`src/rtl/grl_pkg.sv`:
```
// ----------------------------------------------------------------------------
// grl_pkg
// Shared types and constants of the glyph key recency registry.
// ----------------------------------------------------------------------------
package grl_pkg;

    localparam int CAPACITY = 64;
    localparam int CNT_W    = $clog2(CAPACITY + 1);
    localparam int IDX_W    = $clog2(CAPACITY);
    localparam int COLOR_W  = 32;
    localparam int CP_W     = 21;
    localparam int SIZE_W   = 8;
    localparam int CFG_IDX_W = 3;

    localparam logic [CP_W-1:0]   NARROW_LIMIT = CP_W'(32'h80);
    localparam logic [SIZE_W-1:0] NARROW_MIN   = SIZE_W'(4);
    localparam logic [SIZE_W-1:0] WIDE_MIN     = SIZE_W'(8);
    localparam logic [SIZE_W-1:0] HEIGHT_MIN   = SIZE_W'(8);
    localparam logic [SIZE_W-1:0] NARROW_RST   = SIZE_W'(8);
    localparam logic [SIZE_W-1:0] WIDE_RST     = SIZE_W'(16);
    localparam logic [SIZE_W-1:0] HEIGHT_RST   = SIZE_W'(16);

    localparam logic [1:0] CMD_ENSURE = 2'd0;
    localparam logic [1:0] CMD_PROBE  = 2'd1;
    localparam logic [1:0] CMD_CLEAR  = 2'd2;
    localparam logic [1:0] CMD_DROP   = 2'd3;

    localparam logic [CFG_IDX_W-1:0] CFG_PRIMARY  = 3'd0;
    localparam logic [CFG_IDX_W-1:0] CFG_FALLBACK = 3'd1;
    localparam logic [CFG_IDX_W-1:0] CFG_NARROW   = 3'd2;
    localparam logic [CFG_IDX_W-1:0] CFG_WIDE     = 3'd3;
    localparam logic [CFG_IDX_W-1:0] CFG_HEIGHT   = 3'd4;

    typedef struct packed {
        logic [COLOR_W-1:0] color;
        logic [CP_W-1:0]    cp;
        logic               fb;
    } key_t;

    typedef struct packed {
        logic [1:0] cmd;
        key_t       key;
        logic       render_ok;
        logic       ready;
    } item_t;

    typedef struct packed {
        logic              primary_ready;
        logic              fallback_ready;
        logic [SIZE_W-1:0] narrow_width;
        logic [SIZE_W-1:0] wide_width;
        logic [SIZE_W-1:0] height;
    } cfg_t;

    typedef struct packed {
        logic              ok;
        logic              was_hit;
        logic [SIZE_W-1:0] width;
        logic [SIZE_W-1:0] height;
        logic              evicted;
        key_t              ev_key;
    } result_t;

endpackage

```
`src/rtl/grl_front.sv`:
```
// ----------------------------------------------------------------------------
// grl_front
// Accepts commands, resolves face readiness and holds them in a two-entry queue.
// ----------------------------------------------------------------------------
module grl_front (
    input  logic                        clk,
    input  logic                        rst_n,
    input  grl_pkg::cfg_t               cfg,
    input  logic                        in_valid,
    output logic                        in_stall,
    input  logic [1:0]                  cmd,
    input  logic [grl_pkg::COLOR_W-1:0] color,
    input  logic [grl_pkg::CP_W-1:0]    code_point,
    input  logic                        use_fallback,
    input  logic                        render_ok,
    output logic                        q_valid,
    output grl_pkg::item_t              q_item,
    input  logic                        q_pop
);

    grl_pkg::item_t slot_reg [2];
    grl_pkg::item_t new_item;
    logic           wr_ptr_reg, wr_ptr_next;
    logic           rd_ptr_reg, rd_ptr_next;
    logic [1:0]     fill_reg, fill_next;
    logic           push;
    logic           pop;

    assign in_stall = (fill_reg == 2'd2);
    assign push     = in_valid && !in_stall;
    assign q_valid  = (fill_reg != 2'd0);
    assign pop      = q_pop && q_valid;
    assign q_item   = slot_reg[rd_ptr_reg];

    always_comb
    begin
        new_item.cmd       = cmd;
        new_item.key.color = color;
        new_item.key.cp    = code_point;
        new_item.key.fb    = use_fallback;
        new_item.render_ok = render_ok;
        new_item.ready     = use_fallback ? cfg.fallback_ready : cfg.primary_ready;
        wr_ptr_next = push ? !wr_ptr_reg : wr_ptr_reg;
        rd_ptr_next = pop ? !rd_ptr_reg : rd_ptr_reg;
        fill_next   = fill_reg + 2'(push) - 2'(pop);
    end

    always_ff @(posedge clk or negedge rst_n)
    begin
        if (!rst_n)
        begin
            wr_ptr_reg <= 1'b0;
            rd_ptr_reg <= 1'b0;
            fill_reg   <= 2'd0;
        end
        else
        begin
            wr_ptr_reg <= wr_ptr_next;
            rd_ptr_reg <= rd_ptr_next;
            fill_reg   <= fill_next;
        end
    end

    always_ff @(posedge clk)
    begin
        if (push)
        begin
            slot_reg[wr_ptr_reg] <= new_item;
        end
    end

endmodule

```
`config.mk`:
```
export PLATFORM = sky130hd
export DESIGN_NAME = grl_front
export DESIGN_NICKNAME = d
export VERILOG_FILES = /design/src/rtl/grl_pkg.sv /design/src/rtl/grl_front.sv
export SDC_FILE = /design/constraint.sdc
export NUM_CORES = 1
export LEC_CHECK = 0
export ABC_AREA = 0
export BUFFER_PORTS_ARGS = -buffer_cell sky130_fd_sc_hd__buf_2
export CAP_MARGIN = 30
export CORE_MARGIN = 2
export CORE_UTILIZATION = 54
export DETAILED_ROUTE_END_ITERATION = 6
export PLACE_DENSITY = 0.88
export SKIP_CTS_REPAIR_TIMING = 1
export SLEW_MARGIN = 5
export SYNTH_ARGS = -nofsm -noshare
export SYNTH_HDL_FRONTEND = slang
export SYNTH_SLANG_ARGS = --single-unit
```
`constraint.sdc`:
```
create_clock -name clk -period 10.85 [get_ports clk]
set_clock_uncertainty 0.2 [all_clocks]
set_input_delay 2.17 -clock clk [delete_from_list [all_inputs] [get_ports clk]]
set_output_delay 2.17 -clock clk [all_outputs]
set_load 0.01 [all_outputs]
```
==> results_dict.tcl, run 1 <==
set metrics [dict create \
    status "finished, final reports clean" \
    fmax_mhz 211 \
    grt_start_max_net_pins 32 \
    antenna_found_initial 0 \
    crit_arrival_ps 2370 \
    grt_pass1_vias 2413 \
    path_class "register to output port" \
    largest_reg_flops 116 \
    routed.top_layer "met4" \
    setup_tns_ps 0 \
    firstDrtPassIters 4 \
    overflow 0 \
    place_hpwl_mm 4.84 \
    clkLatencyLatePin_ps 500 \
    grt_first_pass_wirelength_mm 11.4 \
    syn_area_sq_um 4440 \
    syn2layout_area_growth_pct 30.2 \
    synth_top_area_cell "edfxtp_1" \
    cts_tree "built" \
    clock-sinks 120 \
    maxCapViolations 0 \
    holdCritPathClass "register to register" \
    syn_nets 289 \
    p_leak_nw 2.25 \
    routed_wl_mm 7.58 \
    synth.area.top_cells "edfxtp_1 (78%), mux2_2 (12%), mux2_4 (3.4%)" \
    vias 2274 \
    layoutNonFillerInstCount 455 \
    cts_max_path_buffers 2 \
    syn_inst 200 \
    cts.clk_slew.worst_paths_ps 50 \
    core_area_sq_um 8090 \
    hold_viol 0 \
    route.met2.wl_mm 4.13 \
    drt_iter0_markers 92 \
    grt_use_total_pct 17.9 \
    finalMaxSlewViolations 0 \
    synth_cell_types 17 \
    wl_per_cell_um 16.7 \
    cts_buffers 17 \
    dieArea_sq_um 8970 \
    die_w_um 94.7 \
    layout_commonest_cell "buf_2" \
    crit_required_ps 8480 \
    rsz0062_at_grt "no" \
    fp.dieH_um 94.7 \
    synthDominantCellAreaShare_pct 78.4 \
    initial_core_util_pct 54.9 \
    end_kind "output port" \
    layout.nets 426 \
    viasPerCell 5.00 \
    syn_area_per_cell_sq_um 22.2 \
    m1WireLength_mm 2.92 \
    place_inst 423 \
    synth_warnings 0 \
    antenna-diode-count 0 \
    htreeDepth 4 \
    ys_ff_latch 120 \
    ir_worst_vdd_mv 0.175 \
    final_cell_mix "buf_2 (122), edfxtp_1 (116), mux2_2 (49)" \
    finalWeightedCongestion 0.692 \
    period_needed_ps 4740 \
    drive_above_1_share_pct 62.0 \
    numPortBuffers 122 \
    relSlewSlack_pct 42.5 \
    num_rows 33 \
    cp-start-kind "register" \
    worst-slew-pin-transition_ps 860 \
    setup_viol 0 \
    antenna_left 0 \
    dr_wl_met3_um 471 \
    min_period_over_period_pct 43.7 \
    whs_ps 348 \
    path_max_fanout 31 \
    p_per_area_nw_per_um2 292 \
    io_pins 147 \
    drcViolationCount 0 \
    ctsRootBufferMaster "clkbuf_8" \
    nFillCells 560 \
    ys_seq_area_share_pct 80.7 \
]
-- final cells by class --
cell class	instances	area [sq um]	share of cell area, %
sequential	120	3580	62.0
multi-input combinational	71	803	13.9
timing repair buffer	125	633	10.9
clock buffer	18	418	7.23
clock inverter	14	205	3.55
tap	105	131	2.27
inverter	2	7.51	0.130
-- report_power, final --
part / switching (mW) / leakage [nW] / internal (mW)
Clock: 0.188 / 0.300 / 0.393
Sequential: 0.0486 / 1.12 / 0.636
Combinational: 0.213 / 0.826 / 0.206
-- per-stage QoR --
step           util [%]  setup WS, ps  total power, mW  area, sq um
2_1_floorplan         -          5480            0.975         4440
3_3_place_gp       63.8          6600             1.10         5160
3_5_place_dp       63.8          6600             1.12         5160
4_1_cts            71.5          6040             1.71         5780
5_1_grt            71.5          5950             1.77         5780
6_report           71.5          6110             1.69         5780
-- cell usage after synthesis (all sizes together) --
| master | number |
|---|---|
| or2 | 1 |
| buf | 7 |
| and3 | 1 |
| nand2 | 1 |
| inv | 2 |
| and2 | 1 |
| nand2b | 1 |
| xor2 | 1 |
| edfxtp | 116 |
| nor2 | 1 |
| mux2 | 59 |
| ha | 2 |
| xnor2 | 3 |
| dfrtp | 4 |
-- kinds of logic after synthesis --
group	synth area share (%)
flip-flops	80.7
multiplexers	15.8
buffers and inverters	1.46
AND/OR/NAND/NOR	0.732
XOR/XNOR	0.789
adder cells (fa/ha/maj)	0.563
-- final timing paths --
| check | start | to | slack [ps] | cells past startpoint |
|---|---|---|---|---|
| worst max-delay path | rd_ptr_reg | q_item[5] | 6110 | 3 |
| worst min-delay path | fill_reg[0] | fill_reg[0] | 350 | 1 |
| worst max register to register | fill_reg[1] | slot_reg[0][6] | 8410 | 4 |
| worst min register to register | fill_reg[0] | fill_reg[0] | 350 | 1 |
| max in group asynchronous | rst_n | rd_ptr_reg | 9040 | 1 |
| min in group asynchronous | rst_n | fill_reg[0] | 1270 | 1 |
-- metal layers --
| metal | global-route usage, % | vias to the layer above |
|---|---|---|
| li1 | - | 1060 |
| met1 | 19.1 | 1117 |
| met2 | 31.4 | 89 |
| met3 | 6.46 | 8 |
| met4 | 8.70 | 0 |
| met5 | 0 | - |
-- worst max-delay path, stage by stage (launching register included) --
cell and delay (ps):
dfrtp_2 790, buf_4 520, mux2_2 400, buf_2 140
Note: power is estimated with default switching activity, not from simulation.
==> run 2, diff against run 1 <==
Settings changed: CORE_UTILIZATION 54 to 50, PLACE_DENSITY 0.88 to 0.82.
Clock period 10.85 ns to 4.79 ns, I/O delays scaled along.
==> results_dict.tcl, run 2 (synthesis gave the netlist of run 1 again) <==
set metrics [dict create \
    num_rows 34 \
    grt_pass1_vias 2500 \
    r2r_end "slot_reg[1][6]" \
    setup_viol 0 \
    layout.nets 426 \
    cts.clk_slew.worst_paths_ps 50 \
    ctsRootBufferMaster "clkbuf_8" \
    critical_path_depth 3 \
    nFillCells 621 \
    setup.worst_path.end "q_item[16]" \
    viasPerCell 4.97 \
    clkLatencyLatePin_ps 490 \
    pwr-share-clk_pct 32.7 \
    cp-start-kind "register" \
    combPwrFrac_pct 25.9 \
    antenna_found_initial 1 \
    relSlewSlack_pct 41.0 \
    p_seq_share_pct 41.4 \
    fmax_mhz 288 \
    startpoint "rd_ptr_reg" \
    grt_start_max_net_pins 42 \
    place_inst 426 \
    routed_wl_mm 7.36 \
    largest_reg_flops 116 \
    status "finished, final reports clean" \
    crit_family "buffers and inverters" \
    syn2layout_area_growth_pct 29.2 \
    wl_per_cell_um 16.1 \
    min_period_over_period_pct 72.5 \
    layoutNonFillerInstCount 458 \
    cts_tree "built" \
    overflow 0 \
    finalWeightedCongestion 0.684 \
    crit_arrival_ps 2320 \
    crit_slowest_cell "dfrtp_2" \
    finalMaxSlewViolations 0 \
    grt_use_total_pct 15.9 \
    holdCritPathClass "primary input to async pin" \
    p_int_mw 2.69 \
    core_area_sq_um 8680 \
    p_leak_nw 2.22 \
    crit_required_ps 3630 \
    end_kind "output port" \
    period_needed_ps 3470 \
    layout_commonest_cell "buf_2" \
    setup_tns_ps 0 \
    worst-slew-pin-transition_ps 885 \
    cts_max_path_buffers 2 \
    drive_above_1_share_pct 61.9 \
    rr_worst_depth 3 \
    path_buf_inv 2 \
    numPortBuffers 122 \
    die_w_um 98.3 \
    path_max_fanout 39 \
    firstDrtPassIters 4 \
    dieArea_sq_um 9660 \
    rsz0062_at_grt "no" \
    vias 2274 \
    rr_startpoint "fill_reg[1]" \
    rrSetupSlack_ps 2510 \
    p_switching_mw 1.01 \
    path_cells "buf_4 > mux2_2 > buf_2" \
    ir_worst_vdd_mv 0.331 \
    cpPeakStageDelay_ps 680 \
    place_hpwl_mm 4.63 \
    final_core_util_pct 66.1 \
    cts_buffers 17 \
    grt_first_pass_wirelength_mm 11.6 \
    switching_share_pct 27.3 \
    final_cell_mix "buf_2 (122), edfxtp_1 (116), mux2_2 (49)" \
    fp.dieH_um 98.3 \
    hold_viol 0 \
    htreeDepth 4 \
    p_per_area_nw_per_um2 645 \
    drcViolationCount 0 \
    path_class "register to output port" \
    antenna_left 0 \
    initial_core_util_pct 51.2 \
    io_pins 147 \
    whs_ps 67.0 \
    clock-sinks 120 \
    drt_iter0_markers 73 \
    maxCapViolations 0 \
    fin_total_pwr_mw 3.70 \
]
run 2: through the flow:
stage,worst slack [ps],cell area (sq um)
after global placement,1800,5160
after global routing,1170,5740
after CTS,1250,5740
final,1320,5740
after detailed placement,1800,5160
after floorplan,636,4440
run 2: power groups by stage:
stage | sequential (mW) | clock, mW | combinational [mW]
floorplan | 1.51 | 0 | 0.695
global placement | 1.54 | 0 | 0.964
detailed placement | 1.55 | 0 | 0.977
CTS | 1.54 | 1.23 | 0.985
global route | 1.56 | 1.28 | 1.04
finish | 1.53 | 1.21 | 0.960
run 2: worst min path at each step:
| stage | start | endpoint | slack (ps) | depth (start not counted) |
|---|---|---|---|---|
| floorplan | wr_ptr_reg | wr_ptr_reg | 260 | 1 |
| global placement | fill_reg[0] | fill_reg[0] | 300 | 1 |
| detailed placement | fill_reg[0] | fill_reg[0] | 320 | 1 |
| CTS | rst_n | fill_reg[0] | 40 | 1 |
| global route | rst_n | rd_ptr_reg | 40 | 1 |
| finish | rst_n | fill_reg[0] | 70 | 1 |
run 2: worst reg2reg max path, stage by stage (launching register included):
cell and delay, ps:
dfrtp_1 400, nand2b_1 120, and3_2 790, buf_4 440
run 2: area by class of cell:
| cell class | count | area (sq um) | area share (%) |
|---|---|---|---|
| Sequential cell | 120 | 3580 | 62.5 |
| Inverter | 2 | 7.51 | 0.131 |
| Tap cell | 108 | 135 | 2.35 |
| Multi-Input combinational cell | 71 | 803 | 14.0 |
| Antenna cell | 1 | 2.50 | 0.0436 |
| Clock inverter | 13 | 155 | 2.70 |
| Timing Repair Buffer | 125 | 633 | 11.0 |
| Clock buffer | 18 | 418 | 7.28 |
run 2: routing by layer:
layer,share of wire [%],GRT usage [%],up-vias
met2,53,27.8,83
li1,-,-,1064
met1,39,17.1,1117
met5,0,0,-
met3,6.7,6.44,10
met4,1.3,7.06,0
